File: src/tbgr_pkg.sv
`default_nettype none

package tbgr_pkg;

   localparam int TIME_WIDTH_DEF = 32;
   localparam int NOW_WIDTH      = 32;
   localparam int CFG_WIDTH      = 16;
   localparam int CSR_IDX_WIDTH  = 3;

   localparam logic [1:0] OP_SAMPLE  = 2'd0;
   localparam logic [1:0] OP_FLUSH   = 2'd1;
   localparam logic [1:0] OP_RESTART = 2'd2;

   localparam logic [2:0] G_NONE   = 3'd0;
   localparam logic [2:0] G_TAP_L  = 3'd1;
   localparam logic [2:0] G_TAP_R  = 3'd2;
   localparam logic [2:0] G_HOLD_L = 3'd3;
   localparam logic [2:0] G_HOLD_R = 3'd4;
   localparam logic [2:0] G_CHORD  = 3'd5;
   localparam logic [2:0] G_LONG   = 3'd6;

   localparam logic [CSR_IDX_WIDTH-1:0] REG_DEBOUNCE     = 3'd0;
   localparam logic [CSR_IDX_WIDTH-1:0] REG_HOLD         = 3'd1;
   localparam logic [CSR_IDX_WIDTH-1:0] REG_REPEAT_START = 3'd2;
   localparam logic [CSR_IDX_WIDTH-1:0] REG_REPEAT_PER   = 3'd3;
   localparam logic [CSR_IDX_WIDTH-1:0] REG_LONG_CHORD   = 3'd4;
   localparam logic [CSR_IDX_WIDTH-1:0] REG_CHORD_SKEW   = 3'd5;

   localparam logic [CFG_WIDTH-1:0] DEBOUNCE_RST     = 16'd25;
   localparam logic [CFG_WIDTH-1:0] HOLD_RST         = 16'd500;
   localparam logic [CFG_WIDTH-1:0] REPEAT_START_RST = 16'd600;
   localparam logic [CFG_WIDTH-1:0] REPEAT_PER_RST   = 16'd100;
   localparam logic [CFG_WIDTH-1:0] LONG_CHORD_RST   = 16'd1000;
   localparam logic [CFG_WIDTH-1:0] CHORD_SKEW_RST   = 16'd80;

   typedef struct packed {
      logic [CFG_WIDTH-1:0] debounce_time;
      logic [CFG_WIDTH-1:0] hold_time;
      logic [CFG_WIDTH-1:0] repeat_start_time;
      logic [CFG_WIDTH-1:0] repeat_period;
      logic [CFG_WIDTH-1:0] long_chord_time;
      logic [CFG_WIDTH-1:0] chord_skew_limit;
   } cfg_type;

   typedef struct packed {
      logic       two_results;
      logic [2:0] gesture0;
      logic [2:0] gesture1;
      logic [1:0] debounced_bits;
      logic [1:0] press_edges;
   } step_result_type;

   typedef struct packed {
      logic [2:0] gesture;
      logic [1:0] debounced_bits;
      logic [1:0] press_edges;
      logic       last_result;
   } rsp_word_type;

endpackage

`default_nettype wire

File: src/two_button_gesture_recognizer_core.sv
// Channel  Dir  Word contents
// req      in   opcode, now_ms, pressed_bits
// rsp      out  gesture, debounced_bits, press_edges, last_result
// csr      in   index, wdata (always ready)
//
// An accepted word sits in the input register and is evaluated once the result
// queue has room; its results are written into that queue and presented from
// there. One word per cycle is sustained while the queue has room. Evaluation
// waits until the four-entry result queue has two free slots, so a word with two
// gestures is queued whole as two result words. Reset is synchronous and restores
// the register defaults, released levels and the idle episode.
`default_nettype none

module two_button_gesture_recognizer_core import tbgr_pkg::*; #(
   parameter int TIME_WIDTH = TIME_WIDTH_DEF
) (
   input  wire logic                     clock,
   input  wire logic                     reset,
   input  wire logic                     req_valid,
   output logic                          req_ready,
   input  wire logic [1:0]               req_opcode,
   input  wire logic [NOW_WIDTH-1:0]     req_now_ms,
   input  wire logic [1:0]               req_pressed_bits,
   output logic                          rsp_valid,
   input  wire logic                     rsp_ready,
   output logic [2:0]                    rsp_gesture,
   output logic [1:0]                    rsp_debounced_bits,
   output logic [1:0]                    rsp_press_edges,
   output logic                          rsp_last_result,
   input  wire logic                     csr_valid,
   output logic                          csr_ready,
   input  wire logic [CSR_IDX_WIDTH-1:0] csr_index,
   input  wire logic [CFG_WIDTH-1:0]     csr_wdata
);

   cfg_type               cfg_ff, cfg_in;
   logic                  in_vld_ff, in_vld_in;
   logic [1:0]            op_ff;
   logic [NOW_WIDTH-1:0]  now_ff;
   logic [1:0]            lv_ff;
   logic                  room;
   logic                  fire;
   logic                  req_take;
   step_result_type       step;
   rsp_word_type          rsp_word;

   assign csr_ready = 1'b1;
   assign fire      = in_vld_ff && room;
   assign req_ready = !in_vld_ff || fire;
   assign req_take  = req_valid && req_ready;
   assign in_vld_in = req_take || (in_vld_ff && !fire);

   always_comb begin
      cfg_in = cfg_ff;
      if (csr_valid && csr_ready) begin
         unique case (csr_index)
            REG_DEBOUNCE:     cfg_in.debounce_time     = csr_wdata;
            REG_HOLD:         cfg_in.hold_time         = csr_wdata;
            REG_REPEAT_START: cfg_in.repeat_start_time = csr_wdata;
            REG_REPEAT_PER:   cfg_in.repeat_period     = csr_wdata;
            REG_LONG_CHORD:   cfg_in.long_chord_time   = csr_wdata;
            REG_CHORD_SKEW:   cfg_in.chord_skew_limit  = csr_wdata;
            default:          cfg_in = cfg_ff;
         endcase
      end
   end

   always_ff @(posedge clock) begin
      if (reset) begin
         cfg_ff.debounce_time     <= DEBOUNCE_RST;
         cfg_ff.hold_time         <= HOLD_RST;
         cfg_ff.repeat_start_time <= REPEAT_START_RST;
         cfg_ff.repeat_period     <= REPEAT_PER_RST;
         cfg_ff.long_chord_time   <= LONG_CHORD_RST;
         cfg_ff.chord_skew_limit  <= CHORD_SKEW_RST;
         in_vld_ff                <= 1'b0;
      end else begin
         cfg_ff    <= cfg_in;
         in_vld_ff <= in_vld_in;
      end
   end

   always_ff @(posedge clock) begin
      if (req_take) begin
         op_ff  <= req_opcode;
         now_ff <= req_now_ms;
         lv_ff  <= req_pressed_bits;
      end
   end

   tbgr_engine #(
      .TIME_WIDTH(TIME_WIDTH)
   ) u_engine (
      .clock        (clock),
      .reset        (reset),
      .fire         (fire),
      .cfg          (cfg_ff),
      .opcode       (op_ff),
      .now_ms       (now_ff),
      .pressed_bits (lv_ff),
      .result       (step)
   );

   tbgr_rsp_fifo u_rsp_fifo (
      .clock     (clock),
      .reset     (reset),
      .push      (fire),
      .step      (step),
      .room      (room),
      .rsp_valid (rsp_valid),
      .rsp_ready (rsp_ready),
      .rsp_word  (rsp_word)
   );

   assign rsp_gesture        = rsp_word.gesture;
   assign rsp_debounced_bits = rsp_word.debounced_bits;
   assign rsp_press_edges    = rsp_word.press_edges;
   assign rsp_last_result    = rsp_word.last_result;

endmodule

`default_nettype wire

File: src/tbgr_engine.sv
`default_nettype none

module tbgr_engine import tbgr_pkg::*; #(
   parameter int TIME_WIDTH = TIME_WIDTH_DEF
) (
   input  wire logic                 clock,
   input  wire logic                 reset,
   input  wire logic                 fire,
   input  wire cfg_type              cfg,
   input  wire logic [1:0]           opcode,
   input  wire logic [NOW_WIDTH-1:0] now_ms,
   input  wire logic [1:0]           pressed_bits,
   output step_result_type           result
);

   localparam logic [2:0] ST_IDLE  = 3'd0;
   localparam logic [2:0] ST_DOWN  = 3'd1;
   localparam logic [2:0] ST_HOLD  = 3'd2;
   localparam logic [2:0] ST_BOTH  = 3'd3;
   localparam logic [2:0] ST_MUTED = 3'd4;

   logic [2:0]            st_ff, st_in;
   logic                  act_ff, act_in;
   logic [1:0]            dl_ff, dl_in;
   logic [1:0]            rl_ff, rl_in;
   logic [TIME_WIDTH-1:0] rct_ff [2];
   logic [TIME_WIDTH-1:0] rct_in [2];
   logic [TIME_WIDTH-1:0] pt_ff [2];
   logic [TIME_WIDTH-1:0] pt_in [2];
   logic                  lcd_ff, lcd_in;
   logic [TIME_WIDTH-1:0] cst_ff, cst_in;
   logic [TIME_WIDTH-1:0] rbt_ff, rbt_in;

   logic [1:0] gcnt;
   logic [2:0] gs [2];
   logic [1:0] edg;

   always_comb begin : step
      logic                  bi;
      logic                  oth;
      logic                  p;
      logic [TIME_WIDTH-1:0] now_t;
      logic [TIME_WIDTH-1:0] t;
      logic [TIME_WIDTH-1:0] a;
      logic [TIME_WIDTH-1:0] skew;
      logic [2:0]            code;
      logic                  emit;

      st_in  = st_ff;
      act_in = act_ff;
      dl_in  = dl_ff;
      rl_in  = rl_ff;
      rct_in = rct_ff;
      pt_in  = pt_ff;
      lcd_in = lcd_ff;
      cst_in = cst_ff;
      rbt_in = rbt_ff;
      gcnt   = 2'd0;
      gs[0]  = G_NONE;
      gs[1]  = G_NONE;
      edg    = 2'b00;
      now_t  = TIME_WIDTH'(now_ms);
      bi     = 1'b0;
      oth    = 1'b1;
      p      = 1'b0;
      t      = '0;
      a      = '0;
      skew   = '0;
      code   = G_NONE;
      emit   = 1'b0;

      case (opcode)
         OP_SAMPLE: begin
            for (int b = 0; b < 2; b++) begin
               bi  = b[0];
               oth = ~bi;
               p   = pressed_bits[bi];
               if (p != rl_in[bi]) begin
                  rl_in[bi]  = p;
                  rct_in[bi] = now_t;
               end
               if ((p != dl_in[bi]) &&
                   ((now_t - rct_in[bi]) >= TIME_WIDTH'(cfg.debounce_time))) begin
                  dl_in[bi] = p;
                  if (p) begin
                     t          = rct_in[bi];
                     pt_in[bi]  = t;
                     edg[bi]    = 1'b1;
                     if (dl_in[oth]) begin
                        a    = pt_in[oth];
                        skew = (t >= a) ? (t - a) : (a - t);
                        if ((st_in == ST_DOWN) &&
                            (skew <= TIME_WIDTH'(cfg.chord_skew_limit))) begin
                           st_in  = ST_BOTH;
                           lcd_in = 1'b0;
                           cst_in = t;
                        end else begin
                           st_in = ST_MUTED;
                        end
                     end else begin
                        act_in = bi;
                        st_in  = ST_DOWN;
                     end
                  end else begin
                     emit = 1'b0;
                     code = G_NONE;
                     unique case (st_in)
                        ST_DOWN: begin
                           if (act_in == bi) begin
                              emit = 1'b1;
                              code = bi ? G_TAP_R : G_TAP_L;
                           end
                           st_in = dl_in[oth] ? ST_MUTED : ST_IDLE;
                        end
                        ST_HOLD: begin
                           st_in = dl_in[oth] ? ST_MUTED : ST_IDLE;
                        end
                        ST_BOTH: begin
                           if (!lcd_in) begin
                              emit = 1'b1;
                              code = G_CHORD;
                           end
                           st_in = dl_in[oth] ? ST_MUTED : ST_IDLE;
                        end
                        default: begin
                           if (dl_in == 2'b00) begin
                              st_in = ST_IDLE;
                           end
                        end
                     endcase
                     if (emit && (gcnt != 2'd2)) begin
                        gs[gcnt[0]] = code;
                        gcnt        = gcnt + 2'd1;
                     end
                  end
               end
            end

            emit = 1'b0;
            code = G_NONE;
            unique case (st_in)
               ST_DOWN: begin
                  if (rl_in[act_in] &&
                      ((now_t - pt_in[act_in]) >= TIME_WIDTH'(cfg.hold_time))) begin
                     emit   = 1'b1;
                     code   = act_in ? G_HOLD_R : G_HOLD_L;
                     st_in  = ST_HOLD;
                     rbt_in = pt_in[act_in] + TIME_WIDTH'(cfg.repeat_start_time);
                  end
               end
               ST_HOLD: begin
                  if (!act_in &&
                      ((now_t - rbt_in) >= TIME_WIDTH'(cfg.repeat_period))) begin
                     emit   = 1'b1;
                     code   = G_HOLD_L;
                     rbt_in = now_t;
                  end
               end
               ST_BOTH: begin
                  if (!lcd_in && rl_in[0] && rl_in[1] &&
                      ((now_t - cst_in) >= TIME_WIDTH'(cfg.long_chord_time))) begin
                     emit   = 1'b1;
                     code   = G_LONG;
                     lcd_in = 1'b1;
                  end
               end
               default: begin
                  emit = 1'b0;
               end
            endcase
            if (emit && (gcnt != 2'd2)) begin
               gs[gcnt[0]] = code;
               gcnt        = gcnt + 2'd1;
            end
         end
         OP_FLUSH: begin
            st_in = (dl_in != 2'b00) ? ST_MUTED : ST_IDLE;
         end
         OP_RESTART: begin
            lcd_in    = 1'b0;
            cst_in    = now_t;
            rbt_in    = now_t;
            act_in    = 1'b0;
            rl_in     = pressed_bits;
            dl_in     = pressed_bits;
            rct_in[0] = now_t;
            rct_in[1] = now_t;
            pt_in[0]  = now_t;
            pt_in[1]  = now_t;
            st_in     = (pressed_bits != 2'b00) ? ST_MUTED : ST_IDLE;
         end
         default: begin
            st_in = st_ff;
         end
      endcase
   end

   always_comb begin
      result.two_results    = (gcnt == 2'd2);
      result.gesture0       = gs[0];
      result.gesture1       = gs[1];
      result.debounced_bits = dl_in;
      result.press_edges    = edg;
   end

   always_ff @(posedge clock) begin
      if (reset) begin
         st_ff     <= ST_IDLE;
         act_ff    <= 1'b0;
         dl_ff     <= 2'b00;
         rl_ff     <= 2'b00;
         rct_ff[0] <= '0;
         rct_ff[1] <= '0;
         pt_ff[0]  <= '0;
         pt_ff[1]  <= '0;
         lcd_ff    <= 1'b0;
         cst_ff    <= '0;
         rbt_ff    <= '0;
      end else if (fire) begin
         st_ff  <= st_in;
         act_ff <= act_in;
         dl_ff  <= dl_in;
         rl_ff  <= rl_in;
         rct_ff <= rct_in;
         pt_ff  <= pt_in;
         lcd_ff <= lcd_in;
         cst_ff <= cst_in;
         rbt_ff <= rbt_in;
      end
   end

endmodule

`default_nettype wire

File: src/tbgr_rsp_fifo.sv
`default_nettype none

module tbgr_rsp_fifo import tbgr_pkg::*; (
   input  wire logic            clock,
   input  wire logic            reset,
   input  wire logic            push,
   input  wire step_result_type step,
   output logic                 room,
   output logic                 rsp_valid,
   input  wire logic            rsp_ready,
   output rsp_word_type         rsp_word
);

   localparam int DEPTH = 4;
   localparam int PTR_W = $clog2(DEPTH);
   localparam int CNT_W = PTR_W + 1;

   rsp_word_type           mem_ff [DEPTH];
   logic [PTR_W-1:0]       wr_ptr_ff, wr_ptr_in;
   logic [PTR_W-1:0]       rd_ptr_ff, rd_ptr_in;
   logic [CNT_W-1:0]       cnt_ff, cnt_in;
   logic [1:0]             push_n;
   logic                   pop;
   rsp_word_type           w0;
   rsp_word_type           w1;

   assign room      = (cnt_ff <= CNT_W'(DEPTH - 2));
   assign rsp_valid = (cnt_ff != '0);
   assign rsp_word  = mem_ff[rd_ptr_ff];
   assign pop       = rsp_valid && rsp_ready;
   assign push_n    = push ? (step.two_results ? 2'd2 : 2'd1) : 2'd0;

   always_comb begin
      w0.gesture        = step.gesture0;
      w0.debounced_bits = step.debounced_bits;
      w0.press_edges    = step.press_edges;
      w0.last_result    = ~step.two_results;
      w1.gesture        = step.gesture1;
      w1.debounced_bits = step.debounced_bits;
      w1.press_edges    = step.press_edges;
      w1.last_result    = 1'b1;
      wr_ptr_in         = wr_ptr_ff + PTR_W'(push_n);
      rd_ptr_in         = rd_ptr_ff + PTR_W'(pop);
      cnt_in            = cnt_ff + CNT_W'(push_n) - CNT_W'(pop);
   end

   always_ff @(posedge clock) begin
      if (push) begin
         mem_ff[wr_ptr_ff] <= w0;
         if (step.two_results) begin
            mem_ff[wr_ptr_ff + PTR_W'(1)] <= w1;
         end
      end
   end

   always_ff @(posedge clock) begin
      if (reset) begin
         wr_ptr_ff <= '0;
         rd_ptr_ff <= '0;
         cnt_ff    <= '0;
      end else begin
         wr_ptr_ff <= wr_ptr_in;
         rd_ptr_ff <= rd_ptr_in;
         cnt_ff    <= cnt_in;
      end
   end

endmodule

`default_nettype wire

File: config.mk
export PLATFORM = sky130hd
export DESIGN_NAME = two_button_gesture_recognizer_core
export DESIGN_NICKNAME = d
export VERILOG_FILES = /design/src/tbgr_pkg.sv /design/src/two_button_gesture_recognizer_core.sv /design/src/tbgr_engine.sv /design/src/tbgr_rsp_fifo.sv
export SDC_FILE = /design/constraint.sdc
export NUM_CORES = 2
export LEC_CHECK = 0
export BUFFER_PORTS_ARGS = -buffer_cell sky130_fd_sc_hd__buf_4
export CAP_MARGIN = 20
export CORE_UTILIZATION = 40
export CTS_CLUSTER_DIAMETER = 150
export DETAILED_ROUTE_END_ITERATION = 8
export SLEW_MARGIN = 25
export SYNTH_ARGS = -nofsm -noshare
export SYNTH_HDL_FRONTEND = slang
export SYNTH_SLANG_ARGS = --single-unit
File: constraint.sdc
create_clock -name clock -period 39 [get_ports clock]
set_clock_uncertainty 0.2 [all_clocks]
set_input_delay 7.8 -clock clock [delete_from_list [all_inputs] [get_ports clock]]
set_output_delay 7.8 -clock clock [all_outputs]
set_load 0.05 [all_outputs]
==> results.cfg <==
[worst_setup_path]
crit_path_frequent_cell = a21oi_1
arrival_ns = 22.85
crit_path_max_fanout = 50
startpoint = lv_ff[0]$_DFFE_PP_
reg2reg_depth = 84
crit_path_max_incr_delay_ns = 0.74
critPathSlowestCell = or4_1
r2r_end = u_rsp_fifo.cnt_ff[2]$_SDFF_PP0_
critPathBufInv = 7
required_ns = 39.32
crit_cells = 84
r2r_start = lv_ff[0]$_DFFE_PP_
critical_path.endpoint_type = register
critPathLaunchType = register
rrSetupSlack_ns = 16.46
critPathTopFamily = compound AO/OA/AOI/OAI gates
critPathKind = reg -> reg

[clocking]
htreeDepth = 2
post_cts_resized = 0
cts.sinks = 373
postCtsHoldBufs = 0
cts_made_buffers = 47
cts_tree = done
cts_buffer_depth = 3
post_cts_buffers = 0
insertion_delay_ns = 0.67
root_buffer = clkbuf_16
cts.clk_slew.worst_paths_ns = 0.07

[cells_and_area]
layout.nets = 5462
final_area_mm2 = 0.0410
fill_cells = 9580
drive_gt1_share_pct = 6.99
multiInputGateArea_mm2 = 0.0272
areaGrowthSynthToFinish_pct = 8.83
register_area_mm2 = 0.00811

[synth]
syn_avg_cell_area_um2 = 7.45
synth.cell_area_mm2 = 0.0377
synth_cell_types = 114
synth_ff_type = dfxtp_1
ys_seq_area_share_pct = 21.5
netlist_instances = 5056
synth_top_cell_by_area = dfxtp_1
yosysWarnings = 0
ys_ff_latch = 373
synth_edf_count = 64
synth-async-reset-ratio_pct = 0
syn_nets = 5532
synth_top_area_share_pct = 16.4
netlist_top_cells_area = dfxtp_1 16%, ha_1 14%, a21oi_1 9.5%

[routing]
drcViolationCount = 0
drtPass1Iterations = 6
drtAntennaViolNets = 0
via_per_inst = 6.25
vias = 39300
wirelength_mm = 154
wl_per_cell_um = 24.5
drt_iter0_drc = 5143

[worst_hold_path]
whs_endpoint = cfg_ff[5]$_SDFFE_PP0P_
min_from = cfg_ff[5]$_SDFFE_PP0P_
hp-class = reg -> reg
min_path_cells = 2

[power]
power_density_mw_per_mm2 = 52.7
seqPwrFrac_pct = 20.4
switching_share_pct = 47.6
p_sw_uw = 1030
pwr-share-comb_pct = 58.7
p_int_uw = 1130
total_leakage_power_uw = 0.0164
ir_drop_uv = 32.9
clkPwrFrac_pct = 20.9

[sta]
hold_viol = 0
period_needed_ns = 22.54
finalSetupViolations = 0
finalSetupTns_ns = 0
worst_pin_slew_ns = 1.17
fin_crit_sh_pct = 57.8
rsz0062_at_grt = no
clock.fmax_ghz = 0.0444
maxSlewViolCount = 0
max_slew_margin_pct = 20.9

[floorplan]
io_pins = 71
dieArea_mm2 = 0.0954
coreArea_mm2 = 0.0933
dieWidth_um = 309
start_util_pct = 40.4
die_h_um = 309
rows = 112

[global_routing]
grt_start_max_net_pins = 196
grt_pass1_wl_mm = 228
grt.overflow.total = 0
track_usage_pct = 31.4
antenna_found_initial = 9
grt_pass1_vias = 36200

[status]
status = finished, final reports clean

[flow_run]
max_cap_viol_count = 0

[place]
gp_congestion = 1.04
hpwl_mm = 120
placed_area_mm2 = 0.0394
portBuffers = 69
==> power by group through the flow <==
| stage | sequential, µW | clock [µW] | combinational (µW) |
|---|---|---|---|
| finish | 440 | 452 | 1270 |
| global route | 443 | 472 | 1380 |
| CTS | 440 | 460 | 1240 |
| detailed placement | 448 | 0 | 1230 |
| global placement | 447 | 0 | 1230 |
| floorplan | 441 | 0 | 883 |
==> through the flow <==
step / util [%] / total power (µW) / cells / hold WS, ns / setup WS [ns]
3_3_place_gp: 42.2 / 1680 / 6191 / 0.243 / 17.69
6_report: 43.9 / 2160 / 6285 / 0.254 / 16.46
5_1_grt: 43.9 / 2290 / 6281 / 0.268 / 15.22
3_5_place_dp: 42.2 / 1680 / 6191 / 0.246 / 17.17
4_1_cts: 43.9 / 2140 / 6277 / 0.255 / 17.07
2_1_floorplan: - / 1320 / 5056 / 0.236 / 19.30
==> worst min-delay path: stages, from the launching register on <==
cell	delay, ns
dfxtp_1	0.30
nand2_1	0.05
a21oi_1	0.05
==> cell usage after synthesis (21+ instances only) <==
cell         n
a221oi_1    22
o21ai_0    248
a211oi_1    65
clkbuf_1   216
xnor2_1     99
nand4_1     66
o21bai_1    43
o21a_1      55
edfxtp_1    64
and3_1      37
nor4_1      28
o2111ai_1   21
nor3_1     152
dfxtp_1    309
nand2b_1    58
ha_1       407
a21oi_1    714
xor2_1      78
and2_1      43
nor2b_1     55
a21o_1     111
inv_1      358
o22ai_1     25
a21boi_0    21
a222oi_1    32
nand3_1     86
o211ai_1    55
nand2_1    485
nor2_1     420
o31ai_1     33
mux2i_1    137
a22oi_1     38
a31oi_1     41
==> registers in the layout, summed over array words and instances (netlist names) <==
signal                cells
u_engine.pt_ff           64
lv_ff                     2
u_rsp_fifo.rd_ptr_ff      2
cfg_ff                   96
u_rsp_fifo.wr_ptr_ff      2
u_rsp_fifo.mem_ff        32
u_engine.rl_ff            2
u_engine.cst_ff          32
u_engine.rbt_ff          32
u_rsp_fifo.cnt_ff         3
u_engine.dl_ff            2
op_ff                     2
u_engine.lcd_ff           1
u_engine.st_ff            3
u_engine.act_ff           1
now_ff                   32
in_vld_ff                 1
u_engine.rct_ff          64
==> placed cells by master (no fill, tap or decap), types with 21 or more instances in the layout <==
cell type	synthesis	final
inv_1	358	358
a21boi_0	21	21
nor2b_1	55	55
nand3_1	86	86
edfxtp_1	64	64
ha_1	407	404
a21o_1	111	111
nor3_1	152	151
xor2_1	78	78
nand2b_1	58	58
nor4_1	28	27
o21bai_1	43	43
o211ai_1	55	55
and3_1	37	36
a211oi_1	65	64
a22oi_1	38	38
a221oi_1	22	22
o21ai_0	248	242
nor2_1	420	417
nand2_1	485	485
mux2i_1	137	137
xnor2_1	99	99
o22ai_1	25	25
o31ai_1	33	33
a222oi_1	32	32
o21a_1	55	55
and2_1	43	42
a31oi_1	41	40
buf_4	9	149
nand4_1	66	66
dfxtp_1	309	309
clkbuf_16	0	48
a21oi_1	714	714
==> final cells by class <==
class                   count  area share, %
multi-input cells        4052           66.4
flip-flops and latches    373           19.8
well taps                1254           3.83
inverters                 361           3.31
clock buffers              64           3.25
repair buffers            151           2.81
clock inverters            22          0.580
diodes                      8         0.0488
==> worst max path at each step <==
stage	end	slack (ns)
2_1_floorplan	u_rsp_fifo.cnt_ff[2]$_SDFF_PP0_	19.30
3_3_place_gp	u_rsp_fifo.cnt_ff[2]$_SDFF_PP0_	17.69
3_5_place_dp	u_rsp_fifo.cnt_ff[2]$_SDFF_PP0_	17.17
4_1_cts	u_rsp_fifo.cnt_ff[2]$_SDFF_PP0_	17.07
5_1_grt	u_rsp_fifo.cnt_ff[2]$_SDFF_PP0_	15.22
6_report	u_rsp_fifo.cnt_ff[2]$_SDFF_PP0_	16.46
==> cell families after synthesis <==
family | after synthesis | share of synthesized area (%)
AO/OA/AOI/OAI | 1723 | 29.0
AND/OR/NAND/NOR | 1564 | 19.8
buffers and inverters | 631 | 6.57
adder cells (fa/ha/maj) | 418 | 14.1
flip-flops | 373 | 21.5
XOR/XNOR | 177 | 4.12
multiplexers | 169 | 4.86
other | 1 | 0.00996
==> routing by layer <==
layer	GRT usage, %	wire, µm	up-vias	part of all wire, %
li1	-	-	18300	-
met5	0	13	-	0.0084
met3	5.66	15100	292	9.8
met4	12.6	6240	2	4.0
met1	43.4	67000	18800	43
met2	47.9	65700	1867	43
(Power assumes the default switching activity.)
